--- src/hdl/ilir_pkg.sv ---
package ilir_pkg;

   // Fixed field widths of the request and response channels
   localparam int ACTION_W   = 3;
   localparam int POSITION_W = 4;
   localparam int DATA_W     = 32;
   localparam int COUNT_W    = 5;
   localparam int STATUS_W   = 2;

   // Defaults for the top-level parameters
   localparam int DEFAULT_DEPTH = 16;
   localparam int DEFAULT_WIDTH = 32;

   typedef enum logic [ACTION_W-1:0] {
      ACT_GET    = 3'd0,
      ACT_WRITE  = 3'd1,
      ACT_APPEND = 3'd2,
      ACT_POP    = 3'd3,
      ACT_INSERT = 3'd4,
      ACT_REMOVE = 3'd5,
      ACT_CLEAR  = 3'd6
   } action_type;

   typedef enum logic [STATUS_W-1:0] {
      ST_OK    = 2'd0,
      ST_INDEX = 2'd1,
      ST_FULL  = 2'd2,
      ST_EMPTY = 2'd3
   } status_type;

   // What every cell does at the next edge, relative to the target slot
   typedef enum logic [1:0] {
      CELL_HOLD   = 2'd0,  // keep contents
      CELL_LOAD   = 2'd1,  // target takes new data
      CELL_INSERT = 2'd2,  // target takes new data, cells above take left neighbour
      CELL_REMOVE = 2'd3   // target and cells above take right neighbour
   } cell_op_type;

   typedef struct packed {
      cell_op_type op;
   } cell_ctrl_type;

endpackage

--- src/hdl/ilir_req_if.sv ---
interface ilir_req_if;
   logic                             valid;
   logic                             ready;
   logic [ilir_pkg::ACTION_W-1:0]    action;
   logic [ilir_pkg::POSITION_W-1:0]  position;
   logic [ilir_pkg::DATA_W-1:0]      entry_in;

   modport source (output valid, output action, output position, output entry_in,
                   input ready);
   modport sink   (input valid, input action, input position, input entry_in,
                   output ready);
endinterface

--- src/hdl/ilir_rsp_if.sv ---
interface ilir_rsp_if;
   logic                            valid;
   logic                            ready;
   logic [ilir_pkg::DATA_W-1:0]     entry_out;
   logic [ilir_pkg::COUNT_W-1:0]    count;
   logic [ilir_pkg::STATUS_W-1:0]   status;

   modport source (output valid, output entry_out, output count, output status,
                   input ready);
   modport sink   (input valid, input entry_out, input count, input status,
                   output ready);
endinterface

--- src/hdl/ilir_cell.sv ---
// One list slot. Knows its own index and reacts to the broadcast op and target.
module ilir_cell #(
   parameter int WIDTH = ilir_pkg::DEFAULT_WIDTH,
   parameter int IW    = 4,
   parameter int INDEX = 0
) (
   input  logic                    clock,
   input  ilir_pkg::cell_ctrl_type ctrl,
   input  logic [IW-1:0]           target,
   input  logic [WIDTH-1:0]        load_data,
   input  logic [WIDTH-1:0]        left_data,
   input  logic [WIDTH-1:0]        right_data,
   output logic [WIDTH-1:0]        entry_q,
   output logic [WIDTH-1:0]        sel_data
);

   logic [WIDTH-1:0] entry_ff;
   logic [WIDTH-1:0] entry_in;
   logic             hit;
   logic             above;

   assign hit   = (target == IW'(INDEX));
   assign above = (IW'(INDEX) > target);

   always_comb begin
      unique case (ctrl.op)
         ilir_pkg::CELL_HOLD:   entry_in = entry_ff;
         ilir_pkg::CELL_LOAD:   entry_in = hit ? load_data : entry_ff;
         ilir_pkg::CELL_INSERT: entry_in = hit ? load_data : (above ? left_data : entry_ff);
         ilir_pkg::CELL_REMOVE: entry_in = (hit || above) ? right_data : entry_ff;
         default:               entry_in = entry_ff;
      endcase
   end

   always_ff @(posedge clock) begin
      entry_ff <= entry_in;
   end

   assign entry_q  = entry_ff;
   assign sel_data = hit ? entry_ff : '0;

endmodule

--- src/hdl/indexed_list_insert_remove.sv ---
// Bounded ordered list of DEPTH entries of WIDTH bits with a length counter. Each request is
// one action (get, write, append, pop, insert, remove, clear) and yields exactly one response
// carrying the entry read or removed, the length after the action and a status (ok, index out
// of range, list full, list empty); a flagged action changes nothing. The store is a row of
// DEPTH cells: insert moves every cell above the target up by one and remove moves them down
// by one, all in the same clock, so every action finishes in the cycle it is accepted. A
// request is taken every clock as long as the response register is empty or being drained,
// and its response appears in the cycle after acceptance, held in the single response
// register. Indexes come from the 4-bit position field, so get, write, insert and remove
// reach the first 16 slots; append and pop reach all of them. Entries are not cleared at
// reset and clear only zeroes the length; reading is only ever done below the length, which
// always covers written slots. The count field shows the low 5 bits of the length.
module indexed_list_insert_remove #(
   parameter int DEPTH = ilir_pkg::DEFAULT_DEPTH,
   parameter int WIDTH = ilir_pkg::DEFAULT_WIDTH
) (
   input  logic            clock,
   input  logic            reset,
   ilir_req_if.sink        req_chan,
   ilir_rsp_if.source      rsp_chan
);

   // index, length and compare widths
   localparam int IW = (DEPTH > 1) ? $clog2(DEPTH) : 1;
   localparam int FW = $clog2(DEPTH + 1);
   localparam int CW = (FW > ilir_pkg::POSITION_W) ? FW : ilir_pkg::POSITION_W;

   // length register
   logic [FW-1:0] fill_ff;
   logic [FW-1:0] fill_in;

   // response register
   logic                             rsp_valid_ff;
   logic [ilir_pkg::DATA_W-1:0]      entry_out_ff;
   logic [ilir_pkg::COUNT_W-1:0]     count_ff;
   ilir_pkg::status_type             status_ff;
   logic [ilir_pkg::DATA_W-1:0]      entry_out_in;
   logic [ilir_pkg::COUNT_W-1:0]     count_in;
   ilir_pkg::status_type             status_in;

   // request decode
   logic                   req_fire;
   ilir_pkg::action_type   action;
   logic [CW-1:0]          pos_c;
   logic [CW-1:0]          fill_c;
   logic [CW-1:0]          tgt_c;
   logic [IW-1:0]          target;
   ilir_pkg::cell_ctrl_type ctrl;
   ilir_pkg::cell_op_type  op;
   logic                   take_read;
   logic [63:0]            in_wide;
   logic [WIDTH-1:0]       load_data;
   logic [WIDTH-1:0]       read_data;
   logic [63:0]            read_wide;
   logic [15:0]            fill_wide;

   // cell row
   logic [WIDTH-1:0] cell_q   [DEPTH];
   logic [WIDTH-1:0] cell_sel [DEPTH];

   // accept while the response slot is free or being emptied this cycle
   assign req_chan.ready = !rsp_valid_ff || rsp_chan.ready;
   assign req_fire       = req_chan.valid && req_chan.ready;

   assign action    = ilir_pkg::action_type'(req_chan.action);
   assign pos_c     = CW'(req_chan.position);
   assign fill_c    = CW'(fill_ff);
   assign in_wide   = 64'(req_chan.entry_in);
   assign load_data = in_wide[WIDTH-1:0];

   // Decide status, new length and the row operation. Only in-range targets get used,
   // so cutting the compare-width target down to IW bits loses nothing.
   always_comb begin
      op        = ilir_pkg::CELL_HOLD;
      tgt_c     = pos_c;
      fill_in   = fill_ff;
      status_in = ilir_pkg::ST_OK;
      take_read = 1'b0;
      unique case (action)
         ilir_pkg::ACT_GET: begin
            if (pos_c < fill_c) take_read = 1'b1;
            else                status_in = ilir_pkg::ST_INDEX;
         end
         ilir_pkg::ACT_WRITE: begin
            if (pos_c < fill_c) op = ilir_pkg::CELL_LOAD;
            else                status_in = ilir_pkg::ST_INDEX;
         end
         ilir_pkg::ACT_APPEND: begin
            tgt_c = fill_c;
            if (fill_c < CW'(DEPTH)) begin
               op      = ilir_pkg::CELL_LOAD;
               fill_in = fill_ff + FW'(1);
            end else begin
               status_in = ilir_pkg::ST_FULL;
            end
         end
         ilir_pkg::ACT_POP: begin
            tgt_c = fill_c - CW'(1);
            if (fill_ff != '0) begin
               take_read = 1'b1;
               fill_in   = fill_ff - FW'(1);
            end else begin
               status_in = ilir_pkg::ST_EMPTY;
            end
         end
         ilir_pkg::ACT_INSERT: begin
            // range is checked before capacity
            priority if (pos_c > fill_c) begin
               status_in = ilir_pkg::ST_INDEX;
            end else if (fill_c >= CW'(DEPTH)) begin
               status_in = ilir_pkg::ST_FULL;
            end else begin
               op      = ilir_pkg::CELL_INSERT;
               fill_in = fill_ff + FW'(1);
            end
         end
         ilir_pkg::ACT_REMOVE: begin
            priority if (fill_ff == '0) begin
               status_in = ilir_pkg::ST_EMPTY;
            end else if (pos_c >= fill_c) begin
               status_in = ilir_pkg::ST_INDEX;
            end else begin
               take_read = 1'b1;
               op        = ilir_pkg::CELL_REMOVE;
               fill_in   = fill_ff - FW'(1);
            end
         end
         ilir_pkg::ACT_CLEAR: begin
            fill_in = '0;
         end
         default: begin
            // unused code: nothing happens, status ok
         end
      endcase
   end

   assign target  = tgt_c[IW-1:0];
   assign ctrl.op = req_fire ? op : ilir_pkg::CELL_HOLD;

   genvar gi;
   generate
      for (gi = 0; gi < DEPTH; gi++) begin : g_cell
         logic [WIDTH-1:0] left_data;
         logic [WIDTH-1:0] right_data;
         if (gi == 0) begin : g_first
            assign left_data = '0;
         end else begin : g_mid_l
            assign left_data = cell_q[gi-1];
         end
         if (gi == DEPTH - 1) begin : g_last
            assign right_data = '0;
         end else begin : g_mid_r
            assign right_data = cell_q[gi+1];
         end
         ilir_cell #(
            .WIDTH (WIDTH),
            .IW    (IW),
            .INDEX (gi)
         ) u_cell (
            .clock      (clock),
            .ctrl       (ctrl),
            .target     (target),
            .load_data  (load_data),
            .left_data  (left_data),
            .right_data (right_data),
            .entry_q    (cell_q[gi]),
            .sel_data   (cell_sel[gi])
         );
      end
   endgenerate

   // only the target cell drives its contents; OR them together
   always_comb begin
      read_data = '0;
      for (int i = 0; i < DEPTH; i++) begin
         read_data = read_data | cell_sel[i];
      end
   end

   assign read_wide    = 64'(read_data);
   assign entry_out_in = take_read ? read_wide[ilir_pkg::DATA_W-1:0] : '0;
   assign fill_wide    = 16'(fill_in);
   assign count_in     = fill_wide[ilir_pkg::COUNT_W-1:0];

   always_ff @(posedge clock) begin
      if (reset) begin
         fill_ff      <= '0;
         rsp_valid_ff <= 1'b0;
      end else begin
         if (req_fire) begin
            fill_ff <= fill_in;
         end
         if (req_fire) begin
            rsp_valid_ff <= 1'b1;
         end else if (rsp_chan.ready) begin
            rsp_valid_ff <= 1'b0;
         end
      end
   end

   // response payload, no reset needed
   always_ff @(posedge clock) begin
      if (req_fire) begin
         entry_out_ff <= entry_out_in;
         count_ff     <= count_in;
         status_ff    <= status_in;
      end
   end

   assign rsp_chan.valid     = rsp_valid_ff;
   assign rsp_chan.entry_out = entry_out_ff;
   assign rsp_chan.count     = count_ff;
   assign rsp_chan.status    = status_ff;

endmodule

--- src/flat_wrapper.sv ---
// flat-port wrapper written by rule: the top's interface ports become plain ports
module indexed_list_insert_remove_flat 
#(
   parameter int DEPTH = ilir_pkg::DEFAULT_DEPTH,
   parameter int WIDTH = ilir_pkg::DEFAULT_WIDTH
)
  (clock, reset, req_chan_valid, req_chan_action, req_chan_position, req_chan_entry_in, req_chan_ready, rsp_chan_valid, rsp_chan_entry_out, rsp_chan_count, rsp_chan_status, rsp_chan_ready);
  ilir_req_if req_chan_i ();
  ilir_rsp_if rsp_chan_i ();
  input  logic clock;
  input  logic reset;
  input wire logic [$bits(req_chan_i.valid)-1:0] req_chan_valid;
  input wire logic [$bits(req_chan_i.action)-1:0] req_chan_action;
  input wire logic [$bits(req_chan_i.position)-1:0] req_chan_position;
  input wire logic [$bits(req_chan_i.entry_in)-1:0] req_chan_entry_in;
  output wire logic [$bits(req_chan_i.ready)-1:0] req_chan_ready;
  output wire logic [$bits(rsp_chan_i.valid)-1:0] rsp_chan_valid;
  output wire logic [$bits(rsp_chan_i.entry_out)-1:0] rsp_chan_entry_out;
  output wire logic [$bits(rsp_chan_i.count)-1:0] rsp_chan_count;
  output wire logic [$bits(rsp_chan_i.status)-1:0] rsp_chan_status;
  input wire logic [$bits(rsp_chan_i.ready)-1:0] rsp_chan_ready;
  assign req_chan_i.valid = req_chan_valid;
  assign req_chan_i.action = req_chan_action;
  assign req_chan_i.position = req_chan_position;
  assign req_chan_i.entry_in = req_chan_entry_in;
  assign req_chan_ready = req_chan_i.ready;
  assign rsp_chan_valid = rsp_chan_i.valid;
  assign rsp_chan_entry_out = rsp_chan_i.entry_out;
  assign rsp_chan_count = rsp_chan_i.count;
  assign rsp_chan_status = rsp_chan_i.status;
  assign rsp_chan_i.ready = rsp_chan_ready;
  indexed_list_insert_remove #(.DEPTH(DEPTH), .WIDTH(WIDTH)) u_core (.clock(clock), .reset(reset), .req_chan(req_chan_i), .rsp_chan(rsp_chan_i));
endmodule
--- config.mk ---
export PLATFORM = sky130hd
export DESIGN_NAME = indexed_list_insert_remove_flat
export DESIGN_NICKNAME = d
export VERILOG_FILES = /design/src/hdl/ilir_pkg.sv /design/src/hdl/ilir_req_if.sv /design/src/hdl/ilir_rsp_if.sv /design/src/hdl/ilir_cell.sv /design/src/hdl/indexed_list_insert_remove.sv /design/src/flat_wrapper.sv
export SDC_FILE = /design/constraint.sdc
export NUM_CORES = 1
export LEC_CHECK = 0
export ABC_AREA = 1
export BUFFER_PORTS_ARGS = -buffer_cell sky130_fd_sc_hd__buf_2
export CAP_MARGIN = 20
export CORE_UTILIZATION = 50
export CTS_BUF_LIST = sky130_fd_sc_hd__clkbuf_2 sky130_fd_sc_hd__clkbuf_4 sky130_fd_sc_hd__clkbuf_8
export CTS_CLUSTER_SIZE = 25
export DETAILED_ROUTE_END_ITERATION = 8
export PLACE_DENSITY = 0.64
export RECOVER_POWER = 100
export SLEW_MARGIN = 20
export SYNTH_ARGS = -nofsm -noshare
export SYNTH_HDL_FRONTEND = slang
export SYNTH_SLANG_ARGS = --single-unit
--- constraint.sdc ---
create_clock -name clock -period 8.85 [get_ports clock]
set_input_delay 1.77 -clock clock [delete_from_list [all_inputs] [get_ports clock]]
set_output_delay 1.77 -clock clock [all_outputs]
set_load 0.1 [all_outputs]
==> results.py <==
metrics = {
    "logic_synthesis": {
        "synthesis.nets": 4749,
        "yosysWarnings": 0,
        "synth_flop_cell": "edfxtp_1",
        "syn_inst": 4699,
        "syn_avg_cell_area_sq_um": 7.440,
        "synth_area_sq_um": 34960,
        "ys_seq_area_share_pct": 47.67,
        "synth_edf_count": 551,
        "async_flop_share_pct": 0,
        "yosysUniqueCellTypes": 35,
        "synth_seq_cells": 557,
    },
    "sta": {
        "setup_violations": 0,
        "rsz0062_at_grt": "no",
        "fin_tns_setup_ns": 0,
        "clock_skew_ns": 0.02627,
        "fin_crit_ns": 7.456,
        "period_share_pct": 84.25,
        "slew_violations": 966,
        "slew_headroom_pct": -180.5,
        "fmax_mhz": 134.1,
        "finalHoldViolCount": 0,
        "tightest_slew_ns": 4.163,
    },
    "final_layout": {
        "instances_no_fill": 5566,
        "synthToLayoutAreaGrowth_pct": 6.088,
        "nFillCells": 6743,
        "drive_gt1_share_pct": 6.603,
        "postLayoutCellArea_sq_um": 37090,
        "mostFrequentLayoutCells": "nand2_1, nand3_1, edfxtp_1",
        "regArea_sq_um": 16670,
        "multi_input_area_sq_um": 16280,
        "layout_commonest_cell": "nand2_1",
        "nets": 4608,
    },
    "clock_network": {
        "cts_tree": "built",
        "root_buffer": "clkbuf_8",
        "clk_pin_slew_ns": 0.06,
        "clkLatencyLatePin_ns": 0.72,
        "cts_setup_buffers": 0,
        "htree_num_levels": 3,
        "ctsHoldBuffers": 0,
        "cts_resized": 0,
        "numCtsBuffers": 100,
        "clock_path_buffers": 3,
        "clock-sinks": 557,
    },
    "route": {
        "drtIter0Drc": 5284,
        "wl_per_cell_um": 23.35,
        "route.detailed.drc": 0,
        "ant_nets": 0,
        "first_pass_iters": 6,
        "routed_wl_mm": 130.0,
        "vias": 34150,
        "via_per_inst": 6.136,
    },
    "die": {
        "coreArea_sq_um": 68950,
        "die_area_sq_um": 70980,
        "pin_count": 84,
        "fp.dieH_um": 266.4,
        "initial_utilization_pct": 50.70,
        "rows": 96,
        "die_w_um": 266.4,
    },
    "critical_path": {
        "crit_required_ns": 9.20,
        "r2r_start": "u_core.fill_c[0]",
        "crit_path_end_kind": "flip-flop",
        "crit_path_max_fanout": 32,
        "critPathLaunchType": "primary input",
        "r2r-end": "u_core.g_cell[3].u_cell.entry_q[15]",
        "worstSetupEndpoint": "u_core.g_cell[3].u_cell.entry_q[15]",
        "crit_type": "primary input to flip-flop",
        "crit_start": "req_chan_action[2]",
        "r2r.worst_path.cells": 13,
        "r2r_slack_ns": 1.84,
        "crit_arrival_ns": 7.81,
    },
    "global_route": {
        "grt_pass1_vias": 30950,
        "antenna_found_initial": 1,
        "grt.total_usage_pct": 36.25,
        "grt_pass1_wl_mm": 195.4,
        "grt_start_max_net_pins": 180,
        "overflow": 0,
    },
    "worst_hold_path": {
        "hold_class": "flip-flop to flip-flop",
        "holdPathStages": 2,
    },
    "place": {
        "place_inst": 5387,
        "hpwl_mm": 72.39,
        "gp_congestion": 0.8747,
        "io_buffers": 83,
        "place_area_sq_um": 35490,
    },
    "power": {
        "p_leak_nw": 14.59,
        "peakVddDrop_mv": 0.1104,
        "cellPowerDensity_nw_per_um2": 178.7,
    },
    "status": {
        "status": "complete, but fails checks",
        "violations": "max-capacitance violations, max-slew violations",
    },
    "flow_run": {
        "cap_violations": 19,
    },
}
-- critical path: stages --
cell	delay, ns
buf_2	0.14
inv_2	0.18
nand2_1	0.17
a21oi_1	0.17
nand2_1	0.11
nand2_4	0.38
buf_4	0.53
nand2_2	0.21
nor2_4	0.17
inv_2	0.10
o21ai_0	3.07
buf_4	0.74
-- cells by family (layout without fill, tap and decap cells) --
group                      count (synthesis)  after routing  synth area share [%]
buffers and inverters                    469            404                 6.188
DFF                                      557            557                 47.67
xor gates and xnor gates                   2              2               0.05012
and+or+nand+nor                         3081           3081                 37.20
adders and majority gates                  7              7                0.2505
AOI/OAI and AO/OA                        583            583                 8.633
other                                      0              1                     0
-- cell type report --
class | count | area share (%)
flip-flops and latches | 557 | 44.94
multi-input cells | 3673 | 43.90
clock buffers | 132 | 4.409
well taps | 931 | 3.141
repair buffers | 144 | 2.092
inverters | 82 | 0.8434
clock inverters | 46 | 0.6714
diodes | 1 | 0.006747
-- cell usage after synthesis, types with 3 or more instances --
master       n  area (sq um)
o21ai_1     73         365.4
or2_2        3         18.77
nand3_2      3         30.03
inv_1       63         236.5
o21ai_0    457          2287
nor2_4      10         112.6
nand2_1   1943          7293
clkbuf_1   160         600.6
a21oi_1     12         60.06
nor2_1     222         833.3
edfxtp_1   551         16550
buf_6       13         146.4
buf_2      172         860.8
dfxtp_1      6         120.1
nor2_2       6         37.54
inv_2       18         67.56
nand2_2     29         181.4
buf_1       18         67.56
nand4_1    119         744.5
buf_4       24         180.2
nand3_1    740          3704
o22ai_1      4         25.02
o211ai_1    32         240.2
ha_1         7         87.58
-- metrics by stage --
stage          setup slack [ns]  hold WS, ns  utilization, %  total power, mW
5_1_grt                   1.392       0.5739           53.79            6.832
2_1_floorplan             1.991       0.5376               -            3.872
6_report                  1.394       0.5074           53.79            6.627
3_3_place_gp              2.689       0.4925           51.46            4.217
3_5_place_dp              2.617       0.4961           51.47            4.226
4_1_cts                   3.354       0.5034           54.20            6.611
-- worst min path at each step --
stage / endpoint / slack (ns) / from
3_5_place_dp: u_core.rsp_chan.valid / 0.50 / u_core.rsp_chan.valid
6_report: u_core.rsp_chan.valid / 0.51 / u_core.rsp_chan.valid
5_1_grt: u_core.rsp_chan.valid / 0.57 / u_core.rsp_chan.valid
3_3_place_gp: u_core.rsp_chan.valid / 0.49 / u_core.rsp_chan.valid
2_1_floorplan: u_core.g_cell[14].u_cell.entry_q[0] / 0.54 / u_core.g_cell[15].u_cell.entry_q[0]
4_1_cts: u_core.rsp_chan.valid / 0.50 / u_core.rsp_chan.valid
-- where the power goes --
group | internal [mW] | switching [mW]
Combinational | 0.246 | 0.890
Clock | 1.25 | 1.17
Sequential | 3.01 | 0.0518
-- per-layer routing --
layer / up-vias / share of wire [%] / GRT usage (%)
li1: 15630 / - / -
met1: 15930 / 40 / 51.29
met2: 2266 / 43 / 53.55
met3: 322 / 12 / 8.008
met4: 0 / 4.1 / 15.05
met5: - / 0 / 0
-- sequential cells by signal, indices dropped and copies added (netlist names) --
| name | cells |
|---|---|
| u_core.rsp_chan.status | 2 |
| u_core.rsp_chan.entry_out | 32 |
| u_core.rsp_chan.count | 5 |
| u_core.rsp_chan.valid | 1 |
| u_core.fill_c | 5 |
| u_core.g_cell.u_cell.entry_q | 512 |
Note: power is estimated with default switching activity, not from simulation.
